### src/hdl/hight_block_decrypt_unit_defines.svh
// assertion macros for the hight block decrypt unit
// no dependencies; taken in by the top level, which checks its own logic
`ifndef HIGHT_BLOCK_DECRYPT_UNIT_DEFINES_SVH
`define HIGHT_BLOCK_DECRYPT_UNIT_DEFINES_SVH

`ifndef SYNTHESIS
// same-cycle implication, checked out of reset
`define HBD_ASSERT_IMPL(label, clk, rst_n, ante, cons, msg) \
  label: assert property (@(posedge clk) disable iff (!rst_n) (ante) |-> (cons)) \
    else $error(msg);
// next-cycle implication, checked out of reset
`define HBD_ASSERT_NEXT(label, clk, rst_n, ante, cons, msg) \
  label: assert property (@(posedge clk) disable iff (!rst_n) (ante) |=> (cons)) \
    else $error(msg);
`else
`define HBD_ASSERT_IMPL(label, clk, rst_n, ante, cons, msg)
`define HBD_ASSERT_NEXT(label, clk, rst_n, ante, cons, msg)
`endif

`endif

### src/hdl/hbd_pkg.sv
// shared types, constants and round functions of the hight block decrypt unit
// no dependencies; imported by every module of the block but hbd_ram
package hbd_pkg;

  // command codes of the input word
  localparam logic CMD_KEY = 1'b0;
  localparam logic CMD_DEC = 1'b1;

  // round-key table: 136 bytes kept as 34 rows of four byte banks
  localparam int KEY_DEPTH = 136;
  localparam int BANKS     = 4;
  localparam int BANK_W    = $clog2(BANKS);
  localparam int ROWS      = KEY_DEPTH / BANKS;
  localparam int ROW_W     = $clog2(ROWS);
  localparam int ROUNDS    = 32;

  // row of the initial whitening keys, of the final ones, of the last round
  localparam logic [ROW_W-1:0] ROW_INIT  = ROW_W'(0);
  localparam logic [ROW_W-1:0] ROW_FINAL = ROW_W'(1);
  localparam logic [ROW_W-1:0] ROW_LAST  = ROW_W'(ROWS - 1);

  // queue between front and back
  localparam int QDEPTH = 2;
  localparam int QPTR_W = (QDEPTH > 1) ? $clog2(QDEPTH) : 1;
  localparam int QCNT_W = $clog2(QDEPTH + 1);

  // 64-bit block, byte 0 in bits 7:0
  typedef logic [7:0][7:0] block_t;

  // one classified word waiting for the back end
  typedef struct packed {
    logic               dec;
    logic [ROW_W-1:0]   row;
    logic [BANK_W-1:0]  bank;
    logic [7:0]         kbyte;
    block_t             text;
  } item_t;

  // queue status seen by front and back
  typedef struct packed {
    logic not_empty;
    logic full;
  } q_stat_t;

  // back-end status
  typedef struct packed {
    logic busy;
    logic last;
  } core_stat_t;

  function automatic logic [7:0] rol8(input logic [7:0] x, input int n);
    rol8 = (x << n) | (x >> (8 - n));
  endfunction

  function automatic logic [7:0] hight_f0(input logic [7:0] x);
    hight_f0 = rol8(x, 1) ^ rol8(x, 2) ^ rol8(x, 7);
  endfunction

  function automatic logic [7:0] hight_f1(input logic [7:0] x);
    hight_f1 = rol8(x, 3) ^ rol8(x, 4) ^ rol8(x, 6);
  endfunction

endpackage

### src/hdl/hight_block_decrypt_unit.sv
// top level of the hight 64/128 block decrypt unit
// depends on hbd_pkg, hbd_front, hbd_queue, hbd_core and the defines header
//
//  channel | direction | handshake          | payload
//  in_     | input     | in_valid/in_stall  | command, key_index, key_byte, ciphertext
//  out_    | output    | out_valid/out_stall| plaintext
//
// a key write leaves the queue and is written to its bank; a decrypt steps
// through leaving the queue, final whitening, 32 rounds on the single round unit
// and initial whitening, paced by the key banks giving one four-byte row per cycle.
// reset clears control only; the key table holds nothing defined until written.
// out_stall holds the result in the output register and the back end waits on
// its last step; the front register and a two-word queue keep taking input until full.
`include "hight_block_decrypt_unit_defines.svh"

module hight_block_decrypt_unit (
  input  logic        clk,
  input  logic        rst_n,
  input  logic        in_valid,
  output logic        in_stall,
  input  logic        in_command,
  input  logic [7:0]  in_key_index,
  input  logic [7:0]  in_key_byte,
  input  logic [63:0] in_ciphertext,
  output logic        out_valid,
  input  logic        out_stall,
  output logic [63:0] out_plaintext
);
  import hbd_pkg::*;

  logic       fr_push;
  item_t      fr_item;
  q_stat_t    q_stat;
  item_t      q_item;
  logic       q_pop;
  core_stat_t core_stat;

  // accept and classify
  hbd_front u_front (
    .clk          (clk),
    .rst_n        (rst_n),
    .in_valid     (in_valid),
    .in_stall     (in_stall),
    .in_command   (in_command),
    .in_key_index (in_key_index),
    .in_key_byte  (in_key_byte),
    .in_ciphertext(in_ciphertext),
    .q_stat       (q_stat),
    .q_push       (fr_push),
    .q_item       (fr_item)
  );

  // in-order queue
  hbd_queue u_queue (
    .clk      (clk),
    .rst_n    (rst_n),
    .push     (fr_push),
    .push_item(fr_item),
    .pop      (q_pop),
    .q_stat   (q_stat),
    .q_item   (q_item)
  );

  // key table and decryption
  hbd_core u_core (
    .clk          (clk),
    .rst_n        (rst_n),
    .q_stat       (q_stat),
    .q_item       (q_item),
    .q_pop        (q_pop),
    .out_valid    (out_valid),
    .out_stall    (out_stall),
    .out_plaintext(out_plaintext),
    .core_stat    (core_stat)
  );

  // checks
  `HBD_ASSERT_IMPL(a_pop_nonempty, clk, rst_n, q_pop,
                   q_stat.not_empty && !core_stat.busy, "pop from empty queue or busy back end")
  `HBD_ASSERT_NEXT(a_push_lands, clk, rst_n, fr_push, q_stat.not_empty,
                   "pushed word missing from queue")
  `HBD_ASSERT_NEXT(a_out_from_last, clk, rst_n, !out_valid,
                   !out_valid || $past(core_stat.last), "result without final step")

endmodule

### src/hdl/hbd_ram.sv
// generic single-write, single-read ram with registered read data
// no dependencies
module hbd_ram #(
  parameter int WIDTH = 8,
  parameter int DEPTH = 34
) (
  input  logic                     clk,
  input  logic                     we,
  input  logic [$clog2(DEPTH)-1:0] waddr,
  input  logic [WIDTH-1:0]         wdata,
  input  logic [$clog2(DEPTH)-1:0] raddr,
  output logic [WIDTH-1:0]         rdata
);

  logic [WIDTH-1:0] mem [DEPTH];
  logic [WIDTH-1:0] rdata_r;

  // write port and registered read port
  always_ff @(posedge clk) begin
    if (we) begin
      mem[waddr] <= wdata;
    end
    rdata_r <= mem[raddr];
  end

  assign rdata = rdata_r;

endmodule

### src/hdl/hbd_front.sv
// front end: takes input words, drops out-of-range key writes, stages the rest
// depends on hbd_pkg
module hbd_front (
  input  logic             clk,
  input  logic             rst_n,
  input  logic             in_valid,
  output logic             in_stall,
  input  logic             in_command,
  input  logic [7:0]       in_key_index,
  input  logic [7:0]       in_key_byte,
  input  logic [63:0]      in_ciphertext,
  input  hbd_pkg::q_stat_t q_stat,
  output logic             q_push,
  output hbd_pkg::item_t   q_item
);
  import hbd_pkg::*;

  logic  fr_valid_r, fr_valid_nxt;
  item_t fr_item_r, fr_item_nxt;
  logic  accept, keep;

  // handshake: stall only while the staged word cannot move on
  assign in_stall = fr_valid_r && q_stat.full;
  assign accept   = in_valid && !in_stall;
  assign q_push   = fr_valid_r && !q_stat.full;
  assign q_item   = fr_item_r;

  // classify: decrypts always go on, key writes only inside the table
  assign keep = (in_command == CMD_DEC) || (in_key_index < 8'(KEY_DEPTH));

  always_comb begin
    fr_valid_nxt = fr_valid_r;
    fr_item_nxt  = fr_item_r;
    if (q_push) begin
      fr_valid_nxt = 1'b0;
    end
    if (accept && keep) begin
      fr_valid_nxt      = 1'b1;
      fr_item_nxt.dec   = (in_command == CMD_DEC);
      fr_item_nxt.row   = in_key_index[7:BANK_W];
      fr_item_nxt.bank  = in_key_index[BANK_W-1:0];
      fr_item_nxt.kbyte = in_key_byte;
      fr_item_nxt.text  = in_ciphertext;
    end
  end

  always_ff @(posedge clk) begin
    if (!rst_n) begin
      fr_valid_r <= 1'b0;
    end else begin
      fr_valid_r <= fr_valid_nxt;
    end
  end

  always_ff @(posedge clk) begin
    fr_item_r <= fr_item_nxt;
  end

endmodule

### src/hdl/hbd_queue.sv
// short in-order queue of classified words between front and back
// depends on hbd_pkg
module hbd_queue (
  input  logic              clk,
  input  logic              rst_n,
  input  logic              push,
  input  hbd_pkg::item_t    push_item,
  input  logic              pop,
  output hbd_pkg::q_stat_t  q_stat,
  output hbd_pkg::item_t    q_item
);
  import hbd_pkg::*;

  item_t              ent_r [QDEPTH];
  logic [QPTR_W-1:0]  wr_ptr_r, rd_ptr_r;
  logic [QCNT_W-1:0]  cnt_r, cnt_nxt;

  assign q_stat.not_empty = (cnt_r != '0);
  assign q_stat.full      = (cnt_r == QCNT_W'(QDEPTH));
  assign q_item           = ent_r[rd_ptr_r];

  function automatic logic [QPTR_W-1:0] ptr_inc(input logic [QPTR_W-1:0] p);
    ptr_inc = (p == QPTR_W'(QDEPTH - 1)) ? '0 : p + QPTR_W'(1);
  endfunction

  // fill count
  always_comb begin
    cnt_nxt = cnt_r;
    if (push && !pop) begin
      cnt_nxt = cnt_r + QCNT_W'(1);
    end else if (pop && !push) begin
      cnt_nxt = cnt_r - QCNT_W'(1);
    end
  end

  always_ff @(posedge clk) begin
    if (!rst_n) begin
      wr_ptr_r <= '0;
      rd_ptr_r <= '0;
      cnt_r    <= '0;
    end else begin
      cnt_r <= cnt_nxt;
      if (push) begin
        wr_ptr_r <= ptr_inc(wr_ptr_r);
      end
      if (pop) begin
        rd_ptr_r <= ptr_inc(rd_ptr_r);
      end
    end
  end

  // entry storage
  always_ff @(posedge clk) begin
    if (push) begin
      ent_r[wr_ptr_r] <= push_item;
    end
  end

endmodule

### src/hdl/hbd_core.sv
// back end: round-key banks, one shared inverse round, output register
// depends on hbd_pkg and hbd_ram
module hbd_core (
  input  logic                clk,
  input  logic                rst_n,
  input  hbd_pkg::q_stat_t    q_stat,
  input  hbd_pkg::item_t      q_item,
  output logic                q_pop,
  output logic                out_valid,
  input  logic                out_stall,
  output logic [63:0]         out_plaintext,
  output hbd_pkg::core_stat_t core_stat
);
  import hbd_pkg::*;

  localparam logic [1:0] S_IDLE = 2'd0;
  localparam logic [1:0] S_WF   = 2'd1;
  localparam logic [1:0] S_RND  = 2'd2;
  localparam logic [1:0] S_WI   = 2'd3;

  logic [1:0]             state_r, state_nxt;
  logic [ROW_W-1:0]       rnd_r, rnd_nxt;
  block_t                 blk_r, blk_nxt;
  logic                   out_valid_r, out_valid_nxt;
  logic [63:0]            out_pt_r, out_pt_nxt;
  logic [ROW_W-1:0]       raddr;
  logic [BANKS-1:0]       we_bank;
  logic [BANKS-1:0][7:0]  rk;
  block_t                 wf_blk, rnd_blk, wi_blk;

  // four byte banks, one row of four key bytes read per cycle
  for (genvar b = 0; b < BANKS; b++) begin : g_bank
    assign we_bank[b] = q_pop && !q_item.dec && (q_item.bank == BANK_W'(b));
    hbd_ram #(
      .WIDTH(8),
      .DEPTH(ROWS)
    ) u_bank (
      .clk  (clk),
      .we   (we_bank[b]),
      .waddr(q_item.row),
      .wdata(q_item.kbyte),
      .raddr(raddr),
      .rdata(rk[b])
    );
  end

  // inverse final whitening, byte rotation undone
  always_comb begin
    wf_blk[7] = blk_r[6] ^ rk[3];
    wf_blk[6] = blk_r[5];
    wf_blk[5] = blk_r[4] - rk[2];
    wf_blk[4] = blk_r[3];
    wf_blk[3] = blk_r[2] ^ rk[1];
    wf_blk[2] = blk_r[1];
    wf_blk[1] = blk_r[0] - rk[0];
    wf_blk[0] = blk_r[7];
  end

  // one inverse round with the subkeys of the current row
  always_comb begin
    rnd_blk[0] = blk_r[1];
    rnd_blk[1] = blk_r[2] - (hight_f1(blk_r[1]) ^ rk[0]);
    rnd_blk[2] = blk_r[3];
    rnd_blk[3] = blk_r[4] ^ (hight_f0(blk_r[3]) + rk[1]);
    rnd_blk[4] = blk_r[5];
    rnd_blk[5] = blk_r[6] - (hight_f1(blk_r[5]) ^ rk[2]);
    rnd_blk[6] = blk_r[7];
    rnd_blk[7] = blk_r[0] ^ (hight_f0(blk_r[7]) + rk[3]);
  end

  // inverse initial whitening
  always_comb begin
    wi_blk    = blk_r;
    wi_blk[0] = blk_r[0] - rk[0];
    wi_blk[2] = blk_r[2] ^ rk[1];
    wi_blk[4] = blk_r[4] - rk[2];
    wi_blk[6] = blk_r[6] ^ rk[3];
  end

  // sequencer: read address runs one row ahead of the step that uses it
  always_comb begin
    state_nxt     = state_r;
    rnd_nxt       = rnd_r;
    blk_nxt       = blk_r;
    out_valid_nxt = out_valid_r && out_stall;
    out_pt_nxt    = out_pt_r;
    q_pop         = 1'b0;
    raddr         = ROW_FINAL;
    case (state_r)
      S_IDLE: begin
        raddr = ROW_FINAL;
        if (q_stat.not_empty) begin
          q_pop = 1'b1;
          if (q_item.dec) begin
            blk_nxt   = q_item.text;
            state_nxt = S_WF;
          end
        end
      end
      S_WF: begin
        raddr     = ROW_LAST;
        blk_nxt   = wf_blk;
        rnd_nxt   = ROW_W'(ROUNDS);
        state_nxt = S_RND;
      end
      S_RND: begin
        blk_nxt = rnd_blk;
        if (rnd_r == ROW_W'(1)) begin
          raddr     = ROW_INIT;
          state_nxt = S_WI;
        end else begin
          // round r-1 sits in row r
          raddr   = rnd_r;
          rnd_nxt = rnd_r - ROW_W'(1);
        end
      end
      S_WI: begin
        raddr = ROW_INIT;
        if (!out_valid_r || !out_stall) begin
          out_valid_nxt = 1'b1;
          out_pt_nxt    = wi_blk;
          state_nxt     = S_IDLE;
        end
      end
      default: begin
        state_nxt = S_IDLE;
      end
    endcase
  end

  always_ff @(posedge clk) begin
    if (!rst_n) begin
      state_r     <= S_IDLE;
      out_valid_r <= 1'b0;
    end else begin
      state_r     <= state_nxt;
      out_valid_r <= out_valid_nxt;
    end
  end

  always_ff @(posedge clk) begin
    rnd_r    <= rnd_nxt;
    blk_r    <= blk_nxt;
    out_pt_r <= out_pt_nxt;
  end

  assign out_valid      = out_valid_r;
  assign out_plaintext  = out_pt_r;
  assign core_stat.busy = (state_r != S_IDLE);
  assign core_stat.last = (state_r == S_WI);

endmodule
### config.mk
export PLATFORM = sky130hd
export DESIGN_NAME = hight_block_decrypt_unit
export DESIGN_NICKNAME = d
export VERILOG_FILES = /design/src/hdl/hbd_pkg.sv /design/src/hdl/hight_block_decrypt_unit.sv /design/src/hdl/hbd_ram.sv /design/src/hdl/hbd_front.sv /design/src/hdl/hbd_queue.sv /design/src/hdl/hbd_core.sv
export VERILOG_INCLUDE_DIRS = /design/src /design/src/hdl
export SDC_FILE = /design/constraint.sdc
export NUM_CORES = 2
export LEC_CHECK = 0
export BUFFER_PORTS_ARGS = -buffer_cell sky130_fd_sc_hd__buf_2
export CAP_MARGIN = 20
export CORE_UTILIZATION = 50
export CTS_CLUSTER_SIZE = 25
export DETAILED_ROUTE_END_ITERATION = 6
export HOLD_SLACK_MARGIN = 0.12
export PLACE_DENSITY = 0.66
export SYNTH_ARGS = -nofsm -noshare
export SYNTH_HDL_FRONTEND = slang
export SYNTH_SLANG_ARGS = --single-unit
### constraint.sdc
create_clock -name clk -period 6.9 [get_ports clk]
set_input_delay 0.345 -clock clk [delete_from_list [all_inputs] [get_ports clk]]
set_output_delay 0.345 -clock clk [all_outputs]
set_load 0.03 [all_outputs]
=== After elaboration in Yosys (flattened, before gate mapping) ===
Memories as Yosys holds them, arrays and structs flattened. A register that Yosys moved wholly into a read port is not among the register bits.
Index checks and enable logic that the tools add are counted.

* Bits in registers: 223
* Bits in writable memories: 1250
* Bits of input ports: 85
* Word-level logic and storage cells: 150
* Memories: 5

{| class="wikitable"
|+ Memory list
! memory !! words !! width !! rd ports !! clocked after memory_dff !! write ports !! RTL line !! text
|-
| u_core.g_bank[0].u_bank.mem || 34 || 8 || 1 || 1 || 1 || hbd_ram.sv:15 || <nowiki>logic [WIDTH-1:0] mem [DEPTH];</nowiki>
|-
| u_core.g_bank[1].u_bank.mem || 34 || 8 || 1 || 1 || 1 || hbd_ram.sv:15 ||
|-
| u_core.g_bank[2].u_bank.mem || 34 || 8 || 1 || 1 || 1 || hbd_ram.sv:15 ||
|-
| u_core.g_bank[3].u_bank.mem || 34 || 8 || 1 || 1 || 1 || hbd_ram.sv:15 ||
|-
| u_queue.ent_r || 2 || 81 || 1 || 1 || 1 || hbd_queue.sv:14 || <nowiki>item_t ent_r [QDEPTH];</nowiki>
|}

* Add/subtract/negate cells: 11
* Order comparisons: 1
* Eq/ne operators: 13
* Multiplexer cells: 34
* Bitwise gates (word level): 26
* Reduce and logical (&&, ||, !) cells: 32

{| class="wikitable"
|+ Operator list
! kind !! number
|-
| $pmux W64 S3 || 1
|-
| $mux W64 || 2
|-
| $xor A8 B8 Y8 || 14
|-
| $sub A8 B8 Y8 || 4
|-
| $pmux W6 S4 || 1
|-
| $mux W1 || 20
|-
| $add A8 B8 Y8 || 2
|-
| $or A8 B1 Y8 || 2
|-
| $or A8 B2 Y8 || 2
|-
| $or A8 B3 Y8 || 2
|-
| $or A8 B4 Y8 || 2
|-
| $or A8 B6 Y8 || 2
|-
| $or A8 B7 Y8 || 2
|-
| $logic_and A1 B1 Y1 || 12
|-
| $mux W2 || 6
|-
| $mux W6 || 2
|-
| $pmux W6 S2 || 1
|-
| $eq A2 B2 Y1 const B || 5
|-
| $lt A8 B8 Y1 const B || 1
|-
| $pmux W2 S4 || 1
|-
| $reduce_bool A2 Y1 || 4
|-
| $logic_not A1 Y1 || 7
|-
| $eq A6 B1 Y1 const B || 1
|-
| $ne A2 B1 Y1 const B || 3
|-
| 12 further kinds || 18
|}

=== Logic depth before layout (Yosys ltp) ===
* Depth in word-level cells: 7
* Depth in mapped cells: 13
* Depth with buffers taken out: 12

=== Hierarchy ===
A second synthesis with hierarchy kept.

* Cells, all modules: 3608
* Area total of the unflattened synthesis: 61690.4 um2

{| class="wikitable"
|+ By module, submodules not included
! module !! instances !! cells each !! area an instance (um2) !! seq. area each (um2)
|-
| hbd_ram || 4 || 612 || 11113.2 || 8328.0
|-
| hbd_core || 1 || 794 || 8623.3 || 4083.9
|-
| hbd_queue || 1 || 274 || 6095.8 || 4964.8
|-
| hbd_front || 1 || 92 || 2518.7 || 2452.4
|}

=== Worst setup path before layout ===
No wires, ideal clock.

* Kind: register to register
* Start point: register u_core.state_r[1]
* End point: register u_core.out_pt_r[0], in the netlist u_core.out_plaintext[0] (enable)
* Data arrival time: 5.246 ns
* Setup slack: 1.070 ns
* Stages on the path, launching flop included: 3
* Path buffers: 0
* Path through: dfxtp_1 -> ha_1 -> a21boi_0

* Cells in the longest elaborated chain, start to end: 2

{| class="wikitable"
|+ Ends and longest elaborated chain
! element !! RTL line !! text
|-
| start: declaration || hbd_core.sv:21 || <nowiki>logic [1:0] state_r, state_nxt;</nowiki>
|-
| start signal: assignment || hbd_core.sv:136 || <nowiki>state_r <= state_nxt;</nowiki>
|-
| $eq A2 B2 Y1 || hbd_core.sv:89 || <nowiki>case (state_r)</nowiki>
|-
| $reduce_and A2 Y1 (no line) || n/a ||
|-
| end signal: assignment || hbd_core.sv:144 || <nowiki>out_pt_r <= out_pt_nxt;</nowiki>
|-
| end: declaration || hbd_core.sv:25 || <nowiki>logic [63:0] out_pt_r, out_pt_nxt;</nowiki>
|}

Every way passes these cells.
A chain may end at the register's enable or synchronous reset.

=== Final worst setup path ===
* Start point: register u_core.state_r[0]
* End point: register u_core.g_bank[3].u_bank.rdata_r[4] (read register of u_core.g_bank[3].u_bank.mem)

* Cells in the longest elaborated chain, start to end: 2

{| class="wikitable"
|+ Ends and longest elaborated chain
! element !! RTL line !! text
|-
| $eq A2 B2 Y1, or another cell as far along || hbd_core.sv:89 ||
|-
| $pmux W6 S4 * || hbd_core.sv:89 ||
|-
| end: declaration || hbd_ram.sv:16 || <nowiki>logic [WIDTH-1:0] rdata_r;</nowiki>
|}

Every way passes the cells marked *; elsewhere a longest branch is shown, timed or not.

==> impl_metrics.tcl <==
set metrics [dict create \
    first_global_vias 35300 \
    cts_tree "built" \
    core_sq_um 119000 \
    vias_per_cell 5.89 \
    cts_setup_buffers 0 \
    synth_edf_count 1465 \
    fmax_ghz 0.229 \
    cpPeakStageDelay_ns 0.88 \
    holdCritPathClass "input port to flip-flop" \
    critPathSlowestCell "or3_2" \
    wl_per_cell_um 25.5 \
    clk-insertion-delay-late_ns 0.79 \
    stdcell_count 6289 \
    die-area_sq_um 122000 \
    hold_viol 0 \
    first_iter_violations 4100 \
    irDropWorstVdd_mv 0.385 \
    design_area_sq_um 68200 \
    syn_inst 4406 \
    port_buffers 150 \
    drv_cap 0 \
    yosysWarnings 0 \
    r2r_cells 11 \
    netlist_area_sq_um 60200 \
    clkSlewWorstSetupHoldPaths_ns 0.07 \
    grt_max_degree 130 \
    avgSynthCellArea_sq_um 13.7 \
    rsz0062_at_grt "false" \
    drive_gt1_frac 0.0965 \
    tightest_slew_ns 1.13 \
    dieWidth_um 349 \
    cp-start-kind "flip-flop" \
    start_util 0.507 \
    die_h_um 349 \
    setup_viol 0 \
    yosysSeqAreaShare 0.744 \
    path_class "flip-flop to flip-flop" \
    ios 151 \
    nNetsFinal 4709 \
    vias 37100 \
    async_reset_ff_frac 0 \
    ant_nets 0 \
    place_inst 5927 \
    post-route-drc-count 0 \
    worstSetupEndpointType "flip-flop" \
    cts.path.max_buffers 3 \
    grt_antenna_before_repair 1 \
    num_rows 126 \
    crit_arrival_ns 4.95 \
    synth-main-ff-cell "edfxtp_1" \
    utilization 0.574 \
    slew_headroom 0.241 \
    finClkSkew_ns 0.0275 \
    status "completed" \
    cp_max_fo 65 \
    yosysTopAreaCell "edfxtp_1" \
    seqCellArea_sq_um 44800 \
    placed_cell_area_sq_um 62400 \
    multi_input_area_sq_um 14100 \
    grt_first_pass_wirelength_mm 234 \
    slew_violations 0 \
    clock_sinks 1506 \
    cts_buffers 151 \
    synth_top_area_frac 0.731 \
    power_leakage_uw 0.0226 \
    hpwl_mm 98.9 \
    synth_fp_nets 4550 \
    n_fill_cell 9200 \
    area.growth.synth_to_final_pct 13.2 \
    place_congestion 0.889 \
    cts_root_buf "clkbuf_16" \
    path_cells "inv_1 -> ha_2 -> buf_4 -> inv_1 -> nor2_2 -> nand2_1 -> buf_4 -> or3_2 -> a31oi_1 -> a221o_1 -> a31oi_1" \
    first_pass_iters 6 \
    ys_top_cells_by_area "edfxtp_1, nand2_1, nand3_1, xnor2_1, nor2_1" \
    tns_ns 0 \
    required_ns 7.48 \
    fin_crit_sh 0.633 \
    hold_path_depth 2 \
    yosysUniqueCellTypes 54 \
    htree_levels 4 \
    fin_crit_ns 4.37 \
    overflow 0 \
    grt_usage 0.262 \
    powerDensity_nw_per_um2 446 \
    ys_ff_latch 1506 \
    wl_mm 161 \
]
[logic make-up (layout without fill, tap and decap cells)]
logic type,count (synthesis),after routing,share of synthesized area
flip-flops,1506,1506,0.744
AO/OA/AOI/OAI,486,486,0.0550
XOR/XNOR,158,158,0.0230
multiplexers,85,85,0.0144
adder cells (fa/ha/maj),59,59,0.0130
AND/OR/NAND/NOR,1777,1777,0.127
other,0,3,0
buffers and inverters,335,615,0.0238
[flip-flops by register name (all words and copies together) (netlist names), named ones only]
register	cells
u_core.out_valid	1
u_queue.cnt_r	2
u_core.rnd_r	6
u_core.out_plaintext	64
u_queue.rd_ptr_r	1
u_core.g_bank.u_bank.rdata	32
u_core.state_r	2
u_core.g_bank.u_bank.mem	1088
u_front.q_item	81
u_front.fr_valid_r	1
u_queue.ent_r	162
u_queue.wr_ptr_r	1
u_core.blk_r	64
[path summary, 6_finish.rpt]
kind | from | end | slack [ns]
worst max-delay path | u_core.state_r[0] | u_core.g_bank[3].u_bank.rdata[4] | 2.53
worst max register to register | u_core.state_r[0] | u_core.g_bank[3].u_bank.rdata[4] | 2.53
worst min-delay path | in_ciphertext[22] | u_front.q_item[22] | 0.27
worst min register to register | u_front.q_item[32] | u_queue.ent_r[0][32] | 0.44
[cells in the mapped netlist, drive strengths merged, types with 12 or more instances]
master and instances:
nand2 961, nor2 257, xor2 38, a221o 32
edfxtp 1465, nor2b 66, a21oi 80, nand4 97
dfxtp 41, a211oi 59, xnor2 120, ha 53
mux2 12, clkbuf 157, mux2i 73, o21ai 50
a32oi 34, nand3 365, a31oi 135, a22oi 57
inv 54, buf 124, nor3 13
[layout make-up]
type | count | share of cell area
repair buffers | 287 | 0.0312
multi-input cells | 2565 | 0.207
inverters | 54 | 0.00297
clock inverters | 74 | 0.0119
well taps | 1600 | 0.0294
flip-flops and latches | 1506 | 0.657
clock buffers | 200 | 0.0598
diodes | 3 | 0.000110
[where the power goes]
group          total [uW]  leakage [uW]  internal (uW)  switching [uW]
sequential          12300        0.0136          11400             875
combinational       10100       0.00660           3470            6590
clock                8100       0.00237           4640            3460
total               30400        0.0226          19500           10900
[routing by layer]
metal,wire (um),vias up,GRT usage,part of all wire
li1,-,16500,-,-
met1,66000,18500,0.370,0.41
met2,75100,1771,0.404,0.47
met3,14000,265,0.0521,0.087
met4,5380,0,0.0946,0.033
met5,0,-,0,0
[cell usage in the layout, fill, tap and decap left out, drive strengths merged, types with 73 or more instances in the layout]
cell / instances
a21oi: 80
a31oi: 135
buf: 202
clkbuf: 200
dlygate4sd3: 85
edfxtp: 1465
mux2i: 73
nand2: 961
nand3: 365
nand4: 97
nor2: 257
xnor2: 120
[worst max-delay path: cells and delay by family (launching register included)]
family / cells / cell delay, ns
buf+inv: 4 / 1.48
flops: 1 / 0.35
simple gates: 3 / 1.40
compound gates: 3 / 0.71
fa+ha+maj: 1 / 0.19
[stage by stage]
stage / hold WS [ns] / setup slack [ns] / total power [uW]
final: 0.266 / 2.53 / 30400
after global placement: 0.424 / 2.61 / 22200
after CTS: 0.216 / 2.53 / 30400
after floorplan: 0.421 / 1.07 / 19000
after global routing: 0.250 / 2.23 / 31700
after detailed placement: 0.430 / 2.58 / 22400
[repair_timing]
item / CTS / global route
hold buffers: 85 / 0
endpoints found under the hold margin: 95 / 0
gates resized for setup: 0 / 0
No activity file was read; power rests on OpenSTA's default activity.
